### src/rtl/apu_pkg.sv
// Shared types and constants for the alpha premultiply unit.
package apu_pkg;

    // Register indexes on the configuration port
    localparam logic [1:0] REG_DIRECTION = 2'd0;
    localparam logic [1:0] REG_WIDE      = 2'd1;
    localparam logic [1:0] REG_LEAD      = 2'd2;

    localparam int COMP_W  = 16;            // component width
    localparam int LANES   = 3;             // color lanes per pixel
    localparam int QUO_W   = 17;            // quotient bits, top bit flags overflow
    localparam int REM_W   = 32;            // dividend / remainder width
    localparam int DSH_W   = REM_W + 1;     // shifted divisor with compare headroom

    // 8-bit premultiply: ((t>>8)+t)>>8 with t=c*a+128 is round(c*a/255),
    // which equals floor((c*a+127)/255) for 8-bit c and a
    localparam logic [REM_W-1:0]  PREMUL_BIAS = 32'd127;
    localparam logic [COMP_W-1:0] MAX8        = 16'd255;
    localparam logic [COMP_W-1:0] MAX16       = 16'd65535;

    // One pixel word as it moves through the divider cells
    typedef struct packed {
        logic [LANES-1:0][REM_W-1:0] rem;
        logic [LANES-1:0][QUO_W-1:0] quo;
        logic [COMP_W-1:0]           divisor;
        logic [COMP_W-1:0]           alpha;
        logic                        dir;
        logic                        wide;
        logic                        lead;
        logic                        span;
    } item_t;

endpackage

### src/rtl/apu_front.sv
// Front end: component masking, alpha selection and dividend/divisor setup.
module apu_front import apu_pkg::*; (
    input  logic                aclk,
    input  logic                aresetn,
    input  logic                s_valid,
    output logic                s_ready,
    input  logic [COMP_W-1:0]   s_chan_0,
    input  logic [COMP_W-1:0]   s_chan_1,
    input  logic [COMP_W-1:0]   s_chan_2,
    input  logic [COMP_W-1:0]   s_chan_3,
    input  logic                s_span_end,
    input  logic                cfg_dir,
    input  logic                cfg_wide,
    input  logic                cfg_lead,
    output logic                out_valid,
    input  logic                out_ready,
    output item_t               out_item
);

    logic                          v1_reg;
    logic [LANES-1:0][COMP_W-1:0]  col_reg;
    logic [COMP_W-1:0]             alpha_reg;
    logic                          dir_reg, wide_reg, lead_reg, span_reg;
    logic                          ready2;

    logic                          v2_reg;
    item_t                         item_reg;
    item_t                         item_next;

    logic [LANES-1:0][COMP_W-1:0]  col_next;
    logic [COMP_W-1:0]             alpha_next;
    logic [COMP_W-1:0]             m0, m1, m2, m3;

    // Mask to eight bits unless wide, pick alpha position
    always_comb begin
        m0 = cfg_wide ? s_chan_0 : {8'd0, s_chan_0[7:0]};
        m1 = cfg_wide ? s_chan_1 : {8'd0, s_chan_1[7:0]};
        m2 = cfg_wide ? s_chan_2 : {8'd0, s_chan_2[7:0]};
        m3 = cfg_wide ? s_chan_3 : {8'd0, s_chan_3[7:0]};
        if (cfg_lead) begin
            alpha_next  = m0;
            col_next[0] = m1;
            col_next[1] = m2;
            col_next[2] = m3;
        end else begin
            alpha_next  = m3;
            col_next[0] = m0;
            col_next[1] = m1;
            col_next[2] = m2;
        end
    end

    assign s_ready = !v1_reg || ready2;

    // Stage 1: input register
    always_ff @(posedge aclk) begin
        if (!aresetn) begin
            v1_reg <= 1'b0;
        end else if (s_ready) begin
            v1_reg <= s_valid;
        end
    end

    always_ff @(posedge aclk) begin
        if (s_ready && s_valid) begin
            col_reg   <= col_next;
            alpha_reg <= alpha_next;
            dir_reg   <= cfg_dir;
            wide_reg  <= cfg_wide;
            lead_reg  <= cfg_lead;
            span_reg  <= s_span_end;
        end
    end

    // Stage 2: product or scaled color as dividend, divisor by mode
    always_comb begin
        item_next         = '0;
        item_next.alpha   = alpha_reg;
        item_next.dir     = dir_reg;
        item_next.wide    = wide_reg;
        item_next.lead    = lead_reg;
        item_next.span    = span_reg;
        item_next.divisor = dir_reg ? alpha_reg : (wide_reg ? MAX16 : MAX8);
        for (int i = 0; i < LANES; i++) begin
            if (!dir_reg) begin
                item_next.rem[i] = (REM_W'(col_reg[i]) * REM_W'(alpha_reg))
                                   + (wide_reg ? '0 : PREMUL_BIAS);
            end else if (wide_reg) begin
                item_next.rem[i] = {col_reg[i], 16'd0} - {16'd0, col_reg[i]};
            end else begin
                item_next.rem[i] = {8'd0, col_reg[i], 8'd0} - {16'd0, col_reg[i]};
            end
        end
    end

    assign ready2 = !v2_reg || out_ready;

    always_ff @(posedge aclk) begin
        if (!aresetn) begin
            v2_reg <= 1'b0;
        end else if (ready2) begin
            v2_reg <= v1_reg;
        end
    end

    always_ff @(posedge aclk) begin
        if (ready2 && v1_reg) begin
            item_reg <= item_next;
        end
    end

    assign out_valid = v2_reg;
    assign out_item  = item_reg;

endmodule

### config.mk
export PLATFORM = sky130hd
export DESIGN_NAME = apu_front
export DESIGN_NICKNAME = d
export VERILOG_FILES = /design/src/rtl/apu_pkg.sv /design/src/rtl/apu_front.sv
export SDC_FILE = /design/constraint.sdc
export NUM_CORES = 2
export LEC_CHECK = 0
export BUFFER_PORTS_ARGS = -buffer_cell sky130_fd_sc_hd__buf_4
export CELL_PAD_IN_SITES_DETAIL_PLACEMENT = 0
export CELL_PAD_IN_SITES_GLOBAL_PLACEMENT = 1
export CORE_AREA = 5 5 341 343
export CTS_CLUSTER_DIAMETER = 60
export DETAILED_ROUTE_END_ITERATION = 12
export DIE_AREA = 0 0 346 348
export HOLD_SLACK_MARGIN = 0.15
export PLACE_DENSITY_LB_ADDON = 0.15
export SYNTH_ARGS = -nofsm -noshare
export SYNTH_HDL_FRONTEND = slang
export SYNTH_SLANG_ARGS = --single-unit
### constraint.sdc
create_clock -name aclk -period 8.5 [get_ports aclk]
set_input_delay 0.85 -clock aclk [delete_from_list [all_inputs] [get_ports aclk]]
set_output_delay 0.85 -clock aclk [all_outputs]
set_load 0.01 [all_outputs]
==> impl_metrics.toml <==
[outcome]
outcome = "complete, no violations"

[final_layout]
layout_commonest_cell = "inv_1"
final_nets = 5460
largest_reg_flops = 132
final_cells = 5950
multi_input_area_um2 = 28830
nFillCells = 11760
drive_gt1_share_pct = 9.331
regArea_um2 = 6046
layout_common_cells = "825 x inv_1, 603 x fa_1, 542 x nand2_1"
fin_util_pct = 38.15
area_growth_pct = 10.59

[placement]
dp_hpwl_um = 95930
gp_congestion = 0.8775
dp_cells = 5889
numPortBuffers = 205

[detailed_routing]
vias = 29860
detail_route.iter0.violations = 1560
wire_per_inst_um = 20.79
drt_wl_total_um = 123700
vias_per_cell = 5.018
drc = 0
ant_nets = 0
drtPass1Iterations = 5

[floorplanning]
rows = 124
die_h_um = 348
ios = 257
die-width_um = 346
fp.coreArea_um2 = 113300
die_area_um2 = 120400
start_util_pct = 34.50

[logic_synthesis]
synth_fa_ha_area_share_pct = 42.81
syn_avg_cell_area_um2 = 9.029
ys_seq_area_share_pct = 15.47
ys_warn_count = 0
ys.flop_type = "edfxtp_1"
ys_types = 78
postSynthCellCount = 4327
synth-simple-area-share_pct = 16.28
synth_enable_flop_cells = 200
synth_seq_cells = 202
synth_top_family_by_area = "adder cells"
synth_xor_area_share_pct = 3.004
synth_compound_area_share_pct = 8.903
synthMuxAreaShare_pct = 2.287
synth_area_um2 = 39070
async_flop_share_pct = 0

[worst_setup_path]
crit_path_top_delay_cell = "edfxtp_1"
critPathArrivalTime_ns = 8.09
crit_path_cell_trace = "buf_4 > nand2_1 > fa_1 > fa_1 > fa_1 > inv_1 > fa_1 > fa_1 > inv_1 > fa_1 > inv_1 > ha_1 > nand4_1 > a21oi_1 > o211ai_1 > a2111oi_0 > nor2_1 > o211a_1 > a211oi_1"
max_stage_delay_ns = 1.16
cp-start-kind = "flop"
cp-end-kind = "flop"
cp.required_ns = 8.90
rrSetupSlack_ns = 0.80
path_common_cell = "fa_1"
worstPathMaxFanout = 25
crit_type = "reg -> reg"

[timing]
worst_pin_slew_ns = 1.230
skew_ns = 0.05005
final.min_clock_period_ns = 7.698
relSlewSlack_pct = 17.98
grt_setup_unrepaired = "false"
setup-tns-final_ns = 0
slew_violations = 0
fmax_ghz = 0.1299
setup_viol = 0
finalHoldViolations = 0
period_share_pct = 90.56
fin_hold_ws_ns = 0.4202

[clocking]
cts_resized = 0
clk_pin_slew_worst_paths_ns = 0.06
cts.sinks = 202
clockBufferDepth = 3
postCtsSetupBuffers = 0
cts.htree.levels = 2
worstSkewPairLatency_ns = 0.59
cts_tree = "done"
clockRootBuffer = "clkbuf_16"
cts_hold_buf = 0
cts-buffers-inserted = 34

[worst_hold_path]
hold_path.class = "reg -> reg"

[grt]
grtUsageTotal_pct = 20.53
grt_pass1_wl_um = 192500
grt_max_degree = 68
first_global_vias = 31510
antenna_found_initial = 7
gr-total-overflow = 0

[power]
p_leak_nw = 20.63
p_per_area_nw_per_um2 = 423.4
irDropWorstVdd_uv = 347.2

[run]
max-cap-violations = 0
==> cell families (layout without fill, tap and decap cells) <==
family | Yosys count | in the layout
simple gates | 1285 | 1285
compound gates | 529 | 529
buf+inv | 1117 | 1177
mux | 84 | 84
fa+ha+maj | 975 | 975
flops | 202 | 202
other cells | 1 | 52
xor+xnor | 134 | 134
==> cell usage after synthesis (all sizes together) (6+ instances only) <==
library cell / number / share of area (%)
inv: 827 / 7.9
o21ai: 115 / 1.5
or4: 9 / 0.17
o22ai: 7 / 0.11
o21a: 22 / 0.42
nor4b: 6 / 0.15
o31a: 10 / 0.22
nor4: 19 / 0.32
nand3: 36 / 0.46
a21oi: 127 / 1.6
nor3: 40 / 0.51
or2: 9 / 0.14
mux2: 42 / 1.2
xnor2: 93 / 2.1
xor2: 41 / 0.92
a221oi: 6 / 0.13
mux2i: 42 / 1.1
nand2: 543 / 5.2
ha: 372 / 12
o41ai: 6 / 0.13
or3: 15 / 0.24
clkbuf: 217 / 2.1
and3: 9 / 0.14
nor2b: 47 / 0.75
a21o: 58 / 1.1
a2111oi: 10 / 0.22
a211o: 7 / 0.16
nand2b: 25 / 0.40
o211ai: 42 / 0.83
and2: 377 / 6.0
o31ai: 22 / 0.45
a31oi: 19 / 0.30
nand4: 14 / 0.22
a21boi: 7 / 0.13
fa: 603 / 31
nor2: 120 / 1.2
o21bai: 12 / 0.23
buf: 73 / 1.2
a211oi: 19 / 0.37
edfxtp: 200 / 15
==> where the power goes <==
part / leakage (nW) / total, mW / switching, mW / internal [mW]
combinational: 18.1 / 15.1 / 9.05 / 6.07
clock: 0.555 / 1.44 / 0.580 / 0.856
sequential: 1.93 / 1.74 / 0.182 / 1.56
==> layout make-up <==
class | count | area share, %
well taps | 1512 | 4.379
diodes | 1 | 0.005792
repair buffers | 290 | 5.097
multi-input cells | 3058 | 66.73
clock inverters | 24 | 0.5705
flip-flops and latches | 202 | 13.99
clock buffers | 36 | 2.036
inverters | 827 | 7.185
==> worst paths after layout <==
path | startpoint | end | cells after the start
worst max-delay path | alpha_reg[1]$_DFFE_PP_ | out_item[118]$_DFFE_PP_ | 19
worst min-delay path | span_reg$_DFFE_PP_ | out_item[0]$_DFFE_PP_ | 0
worst max register to register | alpha_reg[1]$_DFFE_PP_ | out_item[118]$_DFFE_PP_ | 19
worst min register to register | span_reg$_DFFE_PP_ | out_item[0]$_DFFE_PP_ | 0
==> per-layer routing <==
layer  vias up  global-route usage, %  share of wire [%]
met3       123                  2.636                4.7
li1      13750                      -                  -
met5         -                      0                  0
met4         0                  4.460                2.1
met1     15270                  28.95                 47
met2       717                  34.03                 47
==> critical path: cells and delay by family (launching register included) <==
family                   cells  cell delay (ns)
adder cells (fa/ha/maj)      7             3.41
AO/OA/AOI/OAI                5             1.97
flip-flops                   1             1.16
buffers and inverters        4             0.53
AND/OR/NAND/NOR              3             0.43
==> through the flow <==
step                      setup slack (ns)  total power, mW  area [um2]
final                               0.8025            18.29       43210
after global routing                0.4512            20.43       43200
after CTS                           0.7922            18.53       43200
after detailed placement            0.7999            16.86       42080
after global placement              0.8832            17.03       42080
after floorplan                      1.094            12.62       39260
(Power assumes the default switching activity.)
