<file path="config.mk">
export PLATFORM = sky130hd
export DESIGN_NAME = apu_cell
export DESIGN_NICKNAME = d
export VERILOG_FILES = /design/src/rtl/apu_pkg.sv /design/src/rtl/apu_cell.sv
export SDC_FILE = /design/constraint.sdc
export NUM_CORES = 1
export LEC_CHECK = 0
export BUFFER_PORTS_ARGS = -buffer_cell sky130_fd_sc_hd__buf_2
export CAP_MARGIN = 0
export CORE_AREA = 2 2 144 146
export CTS_CLUSTER_DIAMETER = 80
export DETAILED_ROUTE_END_ITERATION = 8
export DIE_AREA = 0 0 146 148
export GPL_ROUTABILITY_DRIVEN = 1
export PLACE_DENSITY_LB_ADDON = 0.2
export SETUP_SLACK_MARGIN = 0.5
export SLEW_MARGIN = 30
export SYNTH_ARGS = -nofsm -noshare
export SYNTH_HDL_FRONTEND = slang
export SYNTH_SLANG_ARGS = --single-unit
</file>
<file path="constraint.sdc">
create_clock -name aclk -period 7.1 [get_ports aclk]
set_input_delay 0.355 -clock aclk [delete_from_list [all_inputs] [get_ports aclk]]
set_output_delay 0.355 -clock aclk [all_outputs]
set_load 0.1 [all_outputs]
</file>
<file path="src/rtl/apu_pkg.sv">
// Shared types and constants for the alpha premultiply unit.
package apu_pkg;

    // Register indexes on the configuration port
    localparam logic [1:0] REG_DIRECTION = 2'd0;
    localparam logic [1:0] REG_WIDE      = 2'd1;
    localparam logic [1:0] REG_LEAD      = 2'd2;

    localparam int COMP_W  = 16;            // component width
    localparam int LANES   = 3;             // color lanes per pixel
    localparam int QUO_W   = 17;            // quotient bits, top bit flags overflow
    localparam int REM_W   = 32;            // dividend / remainder width
    localparam int DSH_W   = REM_W + 1;     // shifted divisor with compare headroom

    // 8-bit premultiply: ((t>>8)+t)>>8 with t=c*a+128 is round(c*a/255),
    // which equals floor((c*a+127)/255) for 8-bit c and a
    localparam logic [REM_W-1:0]  PREMUL_BIAS = 32'd127;
    localparam logic [COMP_W-1:0] MAX8        = 16'd255;
    localparam logic [COMP_W-1:0] MAX16       = 16'd65535;

    // One pixel word as it moves through the divider cells
    typedef struct packed {
        logic [LANES-1:0][REM_W-1:0] rem;
        logic [LANES-1:0][QUO_W-1:0] quo;
        logic [COMP_W-1:0]           divisor;
        logic [COMP_W-1:0]           alpha;
        logic                        dir;
        logic                        wide;
        logic                        lead;
        logic                        span;
    } item_t;

endpackage

</file>
<file path="src/rtl/apu_cell.sv">
// Divider cell: resolves one quotient bit for all three color lanes.
module apu_cell import apu_pkg::*; #(
    parameter int BIT = 16
) (
    input  logic   aclk,
    input  logic   aresetn,
    input  logic   in_valid,
    output logic   in_ready,
    input  item_t  in_item,
    output logic   out_valid,
    input  logic   out_ready,
    output item_t  out_item
);

    logic             valid_reg;
    item_t            item_reg;
    item_t            item_next;
    logic [DSH_W-1:0] dsh;

    // Restoring step: subtract divisor << BIT where it fits
    always_comb begin
        item_next = in_item;
        dsh       = {{(DSH_W-COMP_W){1'b0}}, in_item.divisor} << BIT;
        for (int i = 0; i < LANES; i++) begin
            if ({1'b0, in_item.rem[i]} >= dsh) begin
                item_next.rem[i]      = in_item.rem[i] - dsh[REM_W-1:0];
                item_next.quo[i][BIT] = 1'b1;
            end
        end
    end

    assign in_ready = !valid_reg || out_ready;

    always_ff @(posedge aclk) begin
        if (!aresetn) begin
            valid_reg <= 1'b0;
        end else if (in_ready) begin
            valid_reg <= in_valid;
        end
    end

    always_ff @(posedge aclk) begin
        if (in_ready && in_valid) begin
            item_reg <= item_next;
        end
    end

    assign out_valid = valid_reg;
    assign out_item  = item_reg;

endmodule

</file>
==> flow_summary.toml, run 1 <==
[timing]
fin_tns_setup_ns = 0
setup_violations = 0
maxSlewHeadroom = 0.368
report.final.hold_viol_count = 0
timing.final.crit_period_ns = 2.96
worst_clock_skew_ns = 0.0127
worst_slew_pin_slew_ns = 0.948
final-max-slew-violation-count = 0
period_share = 0.417
fmax_mhz = 338
grt_setup_unrepaired = "false"

[placed_design]
globalplace.congestion = 0.886
portBuffers = 371
dp_hpwl_um = 18500
placement.cell_area_mm2 = 0.0106

[clock_network]
root_buffer = "sky130_fd_sc_hd__clkbuf_16"
cts-resized-gates = 0
cts_htree_levels = 4
cts.sink_count = 184
cts-root-to-sink-buffers = 2
cts_post_setup_buffers_inserted = 0
cts_buffers = 17
clock_tree_from_tritoncts = "done"
post_cts_hold_buffer_count = 0
clk_latency_ns = 0.43
cts.reportedPaths.clkPinSlew_ns = 0.08

[detailed_routing]
met1Wirelength_um = 9440
average_vias_per_placed_instance = 4.98
drcViolationCount = 0
drt-pass1-iter-count = 5
post_route_ant_nets = 0
met3_wirelength_um = 1990
topRoutingLayerUsed = "met4"
met2_length_um = 12100
vias = 6356
routed_wl_um = 23800
wire_per_inst_um = 18.7
drt_initial_violations = 324

[worst_setup_path]
critPathTopFamily = "compound AO/OA/AOI/OAI gates"
cp_data_required_time_ns = 7.28
criticalPathCategory = "in2reg"
worst-path-buf-inv = 3
worst-endpoint-arrival_ns = 3.14
critical_path.slowest_cell = "sky130_fd_sc_hd__a211oi_2"
worst_setup_path_end_kind = "flip-flop"
worst_path_largest_cell_delay_ns = 0.67
critical_path_peak_fanout = 10
crit_path_start_kind = "primary input"
crit_chain = "buf_2, inv_1, ha_1, nand4_1, nor4_1, a2111oi_0, a211oi_2, buf_4, mux2_2"

[grt]
global_router_s_overall_resource_usage = 0.214
number_of_global_route_vias_before_repair = 6119
grt_max_degree = 74
globalRoute.totalOverflow = 0
antenna_violations_before_repair = 4
grt_first_pass_wirelength_um = 34400

[floorplan]
rows = 52
die_w_um = 146
floorplan.initialDensity = 0.421
die_h_um = 148
design.die.area_mm2 = 0.0216
io-pin-count = 372
core_mm2 = 0.0200

[cells_and_area]
layout.cells.most_common_list = "sky130_fd_sc_hd__buf_2 (371), sky130_fd_sc_hd__edfxtp_1 (183), sky130_fd_sc_hd__ha_1 (48), sky130_fd_sc_hd__a21oi_1 (40), sky130_fd_sc_hd__nand2_1 (35)"
area.growth.synth_to_final_pct = 33.1
layout_commonest_cell = "sky130_fd_sc_hd__buf_2"
postLayoutCoreUtil = 0.560
fillerInstances = 1764
fraction_of_final_layout_cells_with_drive_strength_greater_than_1 = 0.435
finalNetCount = 1227
fin_area_mm2 = 0.0112

[logic_synthesis]
synthDistinctLibCells = 52
ys_ff_latch = 184
synth_area_mm2 = 0.00844
avg_cell_area_syn_um2 = 14.0
number_of_instances_in_the_synthesized_netlist = 603
mappedNetlistNets = 841
post_synth_edffs = 183
synth-main-ff-cell = "sky130_fd_sc_hd__edfxtp_1"
asyncSetResetFlopFracSynth = 0
synthesis.yosys.warnings = 0
yosysSeqAreaShare = 0.654
synthDominantCellAreaShare = 0.651
yosys.area.top_type = "sky130_fd_sc_hd__edfxtp_1"
ys_top_cells_by_area = "sky130_fd_sc_hd__edfxtp_1 (65%), sky130_fd_sc_hd__ha_1 (7.1%), sky130_fd_sc_hd__mux2_2 (2.5%), sky130_fd_sc_hd__xnor2_1 (2.4%), sky130_fd_sc_hd__a21oi_1 (2.4%)"

[min_path]
worst_hold_path_type = "in2reg"

[power]
vdd_ir_drop_max_mv = 0.151
total_leakage_power_nw = 4.86
power_per_cell_area_mw_per_mm2 = 290

[outcome]
outcome = "completed"

[run]
max_cap_viol_count = 0
## power by group
part | total [W] | internal, W | switching, W
combinational | 0.000994 | 0.000208 | 0.000785
sequential | 0.00131 | 0.00129 | 0.0000187
clock | 0.000950 | 0.000476 | 0.000475
total | 0.00326 | 0.00198 | 0.00128
## worst reg2reg max path, delay by kind of cell (launching register included)
kind,cells,cell delay (ns)
flops,1,0.31
simple gates,2,0.61
buf+inv,1,0.80
## final timing paths
kind                             startpoint  depth (start not counted)            end  slack [ns]
worst max-delay path            in_item[21]                          9  out_item[171]        4.14
worst min-delay path            in_item[19]                          1   out_item[19]         0.1
worst max register to register    out_valid                          3   out_item[89]        4.90
worst min register to register    out_valid                          2      out_valid        0.54
## per-stage QoR
| stage | total power [W] | hold WS (ns) | setup WS, ns | std cells |
|---|---|---|---|---|
| 3_3_place_gp | 0.00232 | 0.513 | 3.62 | 1240 |
| 2_1_floorplan | 0.00214 | 0.454 | 0.698 | 603 |
| 6_report | 0.00326 | 0.0952 | 4.14 | 1276 |
| 4_1_cts | 0.00328 | 0.0810 | 3.93 | 1272 |
| 3_5_place_dp | 0.00233 | 0.533 | 3.48 | 1240 |
| 5_1_grt | 0.00337 | 0.0742 | 3.90 | 1275 |
## metal layers
| layer | up-vias | global-route usage |
|---|---|---|
| li1 | 3106 | - |
| met1 | 2991 | 0.258 |
| met2 | 241 | 0.363 |
| met3 | 18 | 0.0716 |
| met4 | 0 | 0.0718 |
| met5 | - | 0 |
## Yosys cell counts (7+ instances only)
cell                       instances
sky130_fd_sc_hd__nand2_1          35
sky130_fd_sc_hd__nor3_1           15
sky130_fd_sc_hd__xnor2_1          23
sky130_fd_sc_hd__ha_1             48
sky130_fd_sc_hd__nand2b_1         10
sky130_fd_sc_hd__a21oi_1          40
sky130_fd_sc_hd__nor2b_1          10
sky130_fd_sc_hd__edfxtp_1        183
sky130_fd_sc_hd__xor2_1           10
sky130_fd_sc_hd__mux2_2           19
sky130_fd_sc_hd__o21a_1            9
sky130_fd_sc_hd__inv_1            25
sky130_fd_sc_hd__nand3_1           7
sky130_fd_sc_hd__nor4_1            9
sky130_fd_sc_hd__nor2_1           33
sky130_fd_sc_hd__o21ai_0          32
sky130_fd_sc_hd__a21o_1           14
## flip-flops by register name (all words and copies together) (netlist names)
name,cells
out_item,183
out_valid,1
## area by class of cell
class / count / area, µm² / area share
clock inverter: 15 / 178 / 0.0158
clock buffer: 17 / 425 / 0.0379
tap: 270 / 338 / 0.0301
multi-input combinational: 387 / 2790 / 0.249
inverter: 25 / 93.8 / 0.00836
sequential: 184 / 5520 / 0.491
timing repair buffer: 374 / 1880 / 0.167
antenna: 4 / 10.0 / 0.000891
## cell families after synthesis
| logic type | after synthesis | share of synthesized area |
|---|---|---|
| buf+inv | 32 | 0.0157 |
| compound gates | 132 | 0.0992 |
| simple gates | 150 | 0.0909 |
| fa+ha+maj | 51 | 0.0783 |
| flops | 184 | 0.654 |
| xor+xnor | 33 | 0.0343 |
| mux | 21 | 0.0277 |
Note: power is estimated with default switching activity, not from simulation.
==> inputs of run 2 (changes only) <==
==> constraint.sdc (replaced) <==
create_clock -name aclk -period 2.85 [get_ports aclk]
set_input_delay 0.1425 -clock aclk [delete_from_list [all_inputs] [get_ports aclk]]
set_output_delay 0.1425 -clock aclk [all_outputs]
set_load 0.1 [all_outputs]
==> run 2 against run 1 <==
  * Highest routed layer is now met5
  * Cell count increased by 12%
  * Clock power grew to 2.5 times the previous value
  * Largest cell class unchanged
  * Non-clock buffer count grew 159
  * Critical path type unchanged
  * Sequential share of layout area down 6.9 points
  * Flip-flop and latch count is the same
==> flow_summary.toml, run 2 (same netlist as run 1, synthesis figures left out) <==
[outcome]
outcome = "completed"

[worst_setup_path]
cp_data_required_time_ns = 3.03
worst-r2r-cell-count = 3
crit_path_start_kind = "primary input"
setup.worst_path.start = "in_item[20]"
criticalPathCategory = "in2reg"
worst_r2r_endpoint = "out_item[48]"
worst_setup_path_end_kind = "flip-flop"
worst-endpoint-arrival_ns = 2.48
ff2ff_setup_slack_ns = 1.41
regToRegStartpoint = "out_valid"
crit_end = "out_item[106]"
critical_path_peak_fanout = 20

[clock_network]
cts_htree_levels = 4
clock_tree_from_tritoncts = "done"
cts.reportedPaths.clkPinSlew_ns = 0.07
root_buffer = "sky130_fd_sc_hd__clkbuf_16"
cts.sink_count = 184
cts-root-to-sink-buffers = 2
clk_latency_ns = 0.43
cts_buffers = 17

[floorplan]
die_h_um = 148
rows = 52
die_w_um = 146
design.die.area_mm2 = 0.0216
floorplan.initialDensity = 0.421
core_mm2 = 0.0200
io-pin-count = 372

[power]
combinationalPowerShare = 0.327
p_seq_frac = 0.387
switchingPower_w = 0.00324
vdd_ir_drop_max_mv = 0.420
total_leakage_power_nw = 5.65
internal_power_w = 0.00522
power_per_cell_area_mw_per_mm2 = 646
p_clk_frac = 0.286
power.switching_fraction = 0.383

[grt]
globalRoute.totalOverflow = 0
grt_max_degree = 93
number_of_global_route_vias_before_repair = 7141
antenna_violations_before_repair = 5
global_router_s_overall_resource_usage = 0.242
grt_first_pass_wirelength_um = 39900

[cells_and_area]
fraction_of_final_layout_cells_with_drive_strength_greater_than_1 = 0.411
postLayoutCoreUtil = 0.653
area.growth.synth_to_final_pct = 55.0
fillerInstances = 1553
register_area_mm2 = 0.00552
layout_commonest_cell = "sky130_fd_sc_hd__buf_2"
layout.cells.most_common_list = "sky130_fd_sc_hd__buf_2 (369), sky130_fd_sc_hd__edfxtp_1 (183), sky130_fd_sc_hd__dlygate4sd3_1 (135), sky130_fd_sc_hd__ha_1 (47), sky130_fd_sc_hd__a21oi_1 (39)"
largest_register_ffs = 183
fin_area_mm2 = 0.0131
combined_area_of_the_multi_input_logic_cells_mm2 = 0.00301
finalNetCount = 1386

[placed_design]
dp_hpwl_um = 18800
globalplace.congestion = 0.871
portBuffers = 371
placement.cell_area_mm2 = 0.0109
dp_worst_setup_slack_ns = -0.0256

[timing]
worst_slew_pin_slew_ns = 0.555
setup_violations = 0
fmax_mhz = 433
report.final.hold_viol_count = 0
final.setup.worst_slack_ns = 0.541
worst_clock_skew_ns = 0.00682
fin_tns_setup_ns = 0
grt_setup_unrepaired = "true"
period_share = 0.810
maxSlewHeadroom = 0.633
final-max-slew-violation-count = 0
timing.final.crit_period_ns = 2.31
final.hold.worst_slack_ns = 0.0155

[detailed_routing]
average_vias_per_placed_instance = 4.99
drt-pass1-iter-count = 5
drt_initial_violations = 401
routed_wl_um = 26500
vias = 7139
post_route_ant_nets = 0
drcViolationCount = 0
wire_per_inst_um = 18.5

[min_path]
worst_hold_path_type = "in2reg"

[run]
max_cap_viol_count = 0
## run 2: metrics by stage
stage                     cells  power (W)
final                      1432    0.00845
after global routing       1431    0.00876
after CTS                  1427    0.00845
after detailed placement   1257    0.00588
after global placement     1257    0.00586
after floorplan             603    0.00535
## run 2: layout make-up
class                   instances  share of cell area
diodes                          1            0.000191
well taps                     270              0.0258
repair buffers                533               0.267
flip-flops and latches        184               0.422
clock inverters                14              0.0136
inverters                      25             0.00813
clock buffers                  18              0.0328
multi-input cells             387               0.230
## run 2: worst min-delay path by stage
stage | depth (start not counted) | to | start | slack, ns
floorplan | 0 | out_item[0] | in_item[0] | 0.24
global placement | 1 | out_item[39] | in_item[39] | 0.32
detailed placement | 1 | out_item[0] | in_item[0] | 0.32
CTS | 3 | out_item[112] | in_item[112] | 0.002
global route | 3 | out_item[112] | in_item[112] | 0.02
finish | 3 | out_item[111] | in_item[111] | 0.02
## run 2: critical path, stage by stage
cell,delay [ns]
sky130_fd_sc_hd__buf_2,0.15
sky130_fd_sc_hd__buf_4,0.13
sky130_fd_sc_hd__ha_1,0.18
sky130_fd_sc_hd__fa_2,0.22
sky130_fd_sc_hd__nor2b_1,0.05
sky130_fd_sc_hd__o21a_1,0.19
sky130_fd_sc_hd__o21a_1,0.22
sky130_fd_sc_hd__o31a_1,0.36
sky130_fd_sc_hd__o41ai_4,0.27
sky130_fd_sc_hd__o21a_1,0.23
sky130_fd_sc_hd__buf_6,0.21
sky130_fd_sc_hd__o21ai_0,0.11
## run 2: power by group through the flow
stage | combinational, W | clock, W | sequential (W)
6_report | 0.00277 | 0.00242 | 0.00327
5_1_grt | 0.00291 | 0.00257 | 0.00329
4_1_cts | 0.00271 | 0.00247 | 0.00327
3_5_place_dp | 0.00256 | 0 | 0.00333
3_3_place_gp | 0.00254 | 0 | 0.00332
2_1_floorplan | 0.000645 | 0 | 0.00470
## run 2: metal layers
metal	routed length, µm	track usage	up-vias	share of wire
li1	-	-	3409	-
met1	10000	0.286	3402	0.38
met2	13600	0.428	281	0.51
met3	2080	0.0648	41	0.078
met4	701	0.0830	6	0.026
met5	34	0	-	0.0013
## run 2: timing repair
| action | CTS | global route |
|---|---|---|
| pin swaps | 0 | 10 |
| cloned | 0 | 1 |
| endpoints found under the setup margin | 5 | 34 |
| hold endpoints to repair | 137 | 0 |
| resized for setup | 1 | 30 |
| setup buffers | 0 | 3 |
| hold buffers | 138 | 0 |
==> inputs of run 3 (changes only) <==
--- a/config.mk
+++ b/config.mk
@@ -5,12 +5,13 @@
 export SDC_FILE = /design/constraint.sdc
 export NUM_CORES = 1
 export LEC_CHECK = 0
+export ABC_AREA = 1
 export BUFFER_PORTS_ARGS = -buffer_cell sky130_fd_sc_hd__buf_2
 export CAP_MARGIN = 0
-export CORE_AREA = 2 2 144 146
+export CORE_AREA = 2 2 146 148
 export CTS_CLUSTER_DIAMETER = 80
 export DETAILED_ROUTE_END_ITERATION = 8
-export DIE_AREA = 0 0 146 148
+export DIE_AREA = 0 0 148 150
 export GPL_ROUTABILITY_DRIVEN = 1
 export PLACE_DENSITY_LB_ADDON = 0.2
 export SETUP_SLACK_MARGIN = 0.5
==> constraint.sdc (replaced) <==
create_clock -name aclk -period 2.14 [get_ports aclk]
set_input_delay 0.107 -clock aclk [delete_from_list [all_inputs] [get_ports aclk]]
set_output_delay 0.107 -clock aclk [all_outputs]
set_load 0.1 [all_outputs]
==> run 3 against run 2 <==
  * Clock power is 39% higher
  * Hold slack worse by 0.0042 ns
  * Die area rose by 2.7%
==> flow_summary.toml, run 3 <==
[outcome]
outcome = "completed"

[power]
vdd_ir_drop_max_mv = 0.537
switchingPower_w = 0.00501
combinationalPowerShare = 0.359
p_seq_frac = 0.363
total_leakage_power_nw = 7.32
power.switching_fraction = 0.415
power_w = 0.0121
internal_power_w = 0.00707
p_clk_frac = 0.279
power_per_cell_area_mw_per_mm2 = 796

[clock_network]
cts.reportedPaths.clkPinSlew_ns = 0.09
clock_tree_from_tritoncts = "done"
cts.sink_count = 184
cts_buffers = 17
root_buffer = "sky130_fd_sc_hd__clkbuf_16"
cts_htree_levels = 4
clk_latency_ns = 0.45
cts-root-to-sink-buffers = 2

[timing]
final-max-slew-violation-count = 0
fin_tns_setup_ns = 0
fmax_mhz = 630
period_share = 0.742
worst_clock_skew_ns = 0.0109
setup_violations = 0
worst_slew_pin_slew_ns = 0.575
maxSlewHeadroom = 0.619
report.final.hold_viol_count = 0
timing.final.crit_period_ns = 1.59
grt_setup_unrepaired = "true"

[logic_synthesis]
synth_compound_gate_area_share = 0.0391
ys_ff_latch = 184
avg_cell_area_syn_um2 = 9.81
synth_area_mm2 = 0.0101
synth_xor_xnor_area_share = 0.0182
post_synth_edffs = 183
number_of_instances_in_the_synthesized_netlist = 1031
synthTopCellsByCount = "sky130_fd_sc_hd__nand2_1 (305), sky130_fd_sc_hd__inv_1 (207), sky130_fd_sc_hd__edfxtp_1 (183), sky130_fd_sc_hd__ha_1 (48), sky130_fd_sc_hd__nor2_1 (46)"
yosysSeqAreaShare = 0.545
yosysMostFrequentCell = "sky130_fd_sc_hd__nand2_1"
synth.area.mux_share = 0
synth-main-ff-cell = "sky130_fd_sc_hd__edfxtp_1"
ys_top_cells_by_area = "sky130_fd_sc_hd__edfxtp_1 (54%), sky130_fd_sc_hd__nand2_1 (11%), sky130_fd_sc_hd__inv_1 (7.7%), sky130_fd_sc_hd__ha_1 (5.9%), sky130_fd_sc_hd__o21ai_2 (2.2%)"
mappedNetlistNets = 1269
synthDominantCellAreaShare = 0.543
synthesis.yosys.warnings = 0
yosys.area.top_type = "sky130_fd_sc_hd__edfxtp_1"
main_combinational_cell_family_by_area_after_synthesis = "simple AND/OR/NAND/NOR gates"
synthDistinctLibCells = 30
simple_gate_area_share_of_the_yosys_netlist = 0.243
area_share_of_fa_ha_maj_cells_after_synthesis = 0.0653
asyncSetResetFlopFracSynth = 0

[min_path]
worst_hold_path_type = "in2reg"
min_delay_worst_endpoint = "out_item[21]"
worstHoldStart = "in_item[21]"
hold-path-cell-count = 2

[cells_and_area]
largest_register_ffs = 183
finalNetCount = 1823
area.growth.synth_to_final_pct = 50.0
layout.cells.most_common_list = "sky130_fd_sc_hd__buf_2 (371), sky130_fd_sc_hd__nand2_1 (294), sky130_fd_sc_hd__inv_1 (196), sky130_fd_sc_hd__edfxtp_1 (183), sky130_fd_sc_hd__dlygate4sd3_1 (137)"
postLayoutCoreUtil = 0.734
layout.cells.non_filler = 1875
fraction_of_final_layout_cells_with_drive_strength_greater_than_1 = 0.378
layout_commonest_cell = "sky130_fd_sc_hd__buf_2"
fin_area_mm2 = 0.0152

[floorplan]
die_h_um = 150
die_w_um = 148
floorplan.initialDensity = 0.489
rows = 53
core_mm2 = 0.0207
io-pin-count = 372
design.die.area_mm2 = 0.0222

[detailed_routing]
routed_wl_um = 35600
vias = 9433
drcViolationCount = 0
wire_per_inst_um = 19.0
post_route_ant_nets = 0
drt-pass1-iter-count = 5
average_vias_per_placed_instance = 5.03
drt_initial_violations = 703

[grt]
number_of_global_route_vias_before_repair = 8973
globalRoute.totalOverflow = 0
grt_first_pass_wirelength_um = 50500
global_router_s_overall_resource_usage = 0.305
grt_max_degree = 66
antenna_violations_before_repair = 4

[worst_setup_path]
criticalPathCategory = "in2reg"
worst-endpoint-arrival_ns = 1.79
worst_r2r_endpoint = "out_item[177]"
crit_chain = "buf_2, clkinvlp_4, buf_12, ha_4, nand2_1, nor2_2, nand2_1, nor2_4, nand2_4, nand3_4, buf_4, o21ai_2"
regToRegStartpoint = "out_valid"
cp_data_required_time_ns = 2.35
worst_path_largest_cell_delay_ns = 0.28
critical_path_peak_fanout = 5
worst-r2r-cell-count = 3
critical_path.slowest_cell = "sky130_fd_sc_hd__ha_4"
worst_setup_path_end_kind = "flip-flop"
crit_path_start_kind = "primary input"
ff2ff_setup_slack_ns = 0.71
critPathMostFrequentCell = "sky130_fd_sc_hd__nand2_1"

[placed_design]
globalplace.congestion = 0.915
placedCellCount = 1693
dp_hpwl_um = 25500
placement.cell_area_mm2 = 0.0129
portBuffers = 371

[run]
max_cap_viol_count = 0
## run 3: what timing repair did
item / CTS / global route
hold buffers: 137 / 0
resized for setup: 0 / 16
buffers inserted: 0 / 7
setup endpoints to repair: 0 / 47
hold endpoints to repair: 136 / 0
## run 3: worst max path at each step
| stage | cells after the start | to | startpoint | slack, ns |
|---|---|---|---|---|
| after global routing | 13 | out_item[113] | in_item[26] | 0.47 |
| after detailed placement | 12 | out_item[117] | in_item[27] | 0.07 |
| after CTS | 12 | out_item[113] | in_item[98] | 0.51 |
| after floorplan | 1 | out_item[0] | out_valid | -1.86 |
| after global placement | 12 | out_item[117] | in_item[27] | 0.11 |
| final | 12 | out_item[137] | in_item[27] | 0.55 |
## run 3: stage by stage
stage / setup slack (ns) / hold slack, ns
3_3_place_gp: 0.110 / 0.284
5_1_grt: 0.472 / 0.0133
4_1_cts: 0.508 / 0.000885
2_1_floorplan: -1.86 / 0.206
6_report: 0.553 / 0.0112
3_5_place_dp: 0.0683 / 0.285
## run 3: cell type report
type                       count  area (µm²)
timing repair buffer         540        3650
clock inverter                15         201
antenna                        2        5.00
tap                          275         344
fill                        1533        5510
clock buffer                  17         425
inverter                     211         860
multi-input combinational    631        4170
sequential                   184        5520
## run 3: metal layers
layer  GRT usage  share of wire  vias to the layer above
met5           0        0.00084                        -
met3      0.0744          0.073                      100
met2       0.523           0.49                      483
met4       0.128          0.040                        4
li1            -              -                     4462
met1       0.368           0.40                     4384
## run 3: kinds of logic (layout without fill, tap and decap cells)
family | after synthesis | count (layout)
other | 0 | 2
DFF | 184 | 184
adders and majority gates | 51 | 51
xor gates and xnor gates | 21 | 21
and+or+nand+nor | 505 | 506
buffers and inverters | 217 | 783
AOI/OAI and AO/OA | 53 | 53
## run 3: power groups by stage
stage | sequential, W | clock, W | combinational, W
2_1_floorplan | 0.00634 | 0 | 0.00127
3_3_place_gp | 0.00445 | 0 | 0.00397
3_5_place_dp | 0.00445 | 0 | 0.00401
4_1_cts | 0.00437 | 0.00342 | 0.00422
5_1_grt | 0.00441 | 0.00354 | 0.00455
6_report | 0.00438 | 0.00337 | 0.00433
## run 3: worst max-delay path: cells and delay by family
family / cells / cell delay (ns)
AOI/OAI and AO/OA: 1 / 0.06
and+or+nand+nor: 6 / 0.71
buffers and inverters: 4 / 0.63
adders and majority gates: 1 / 0.28
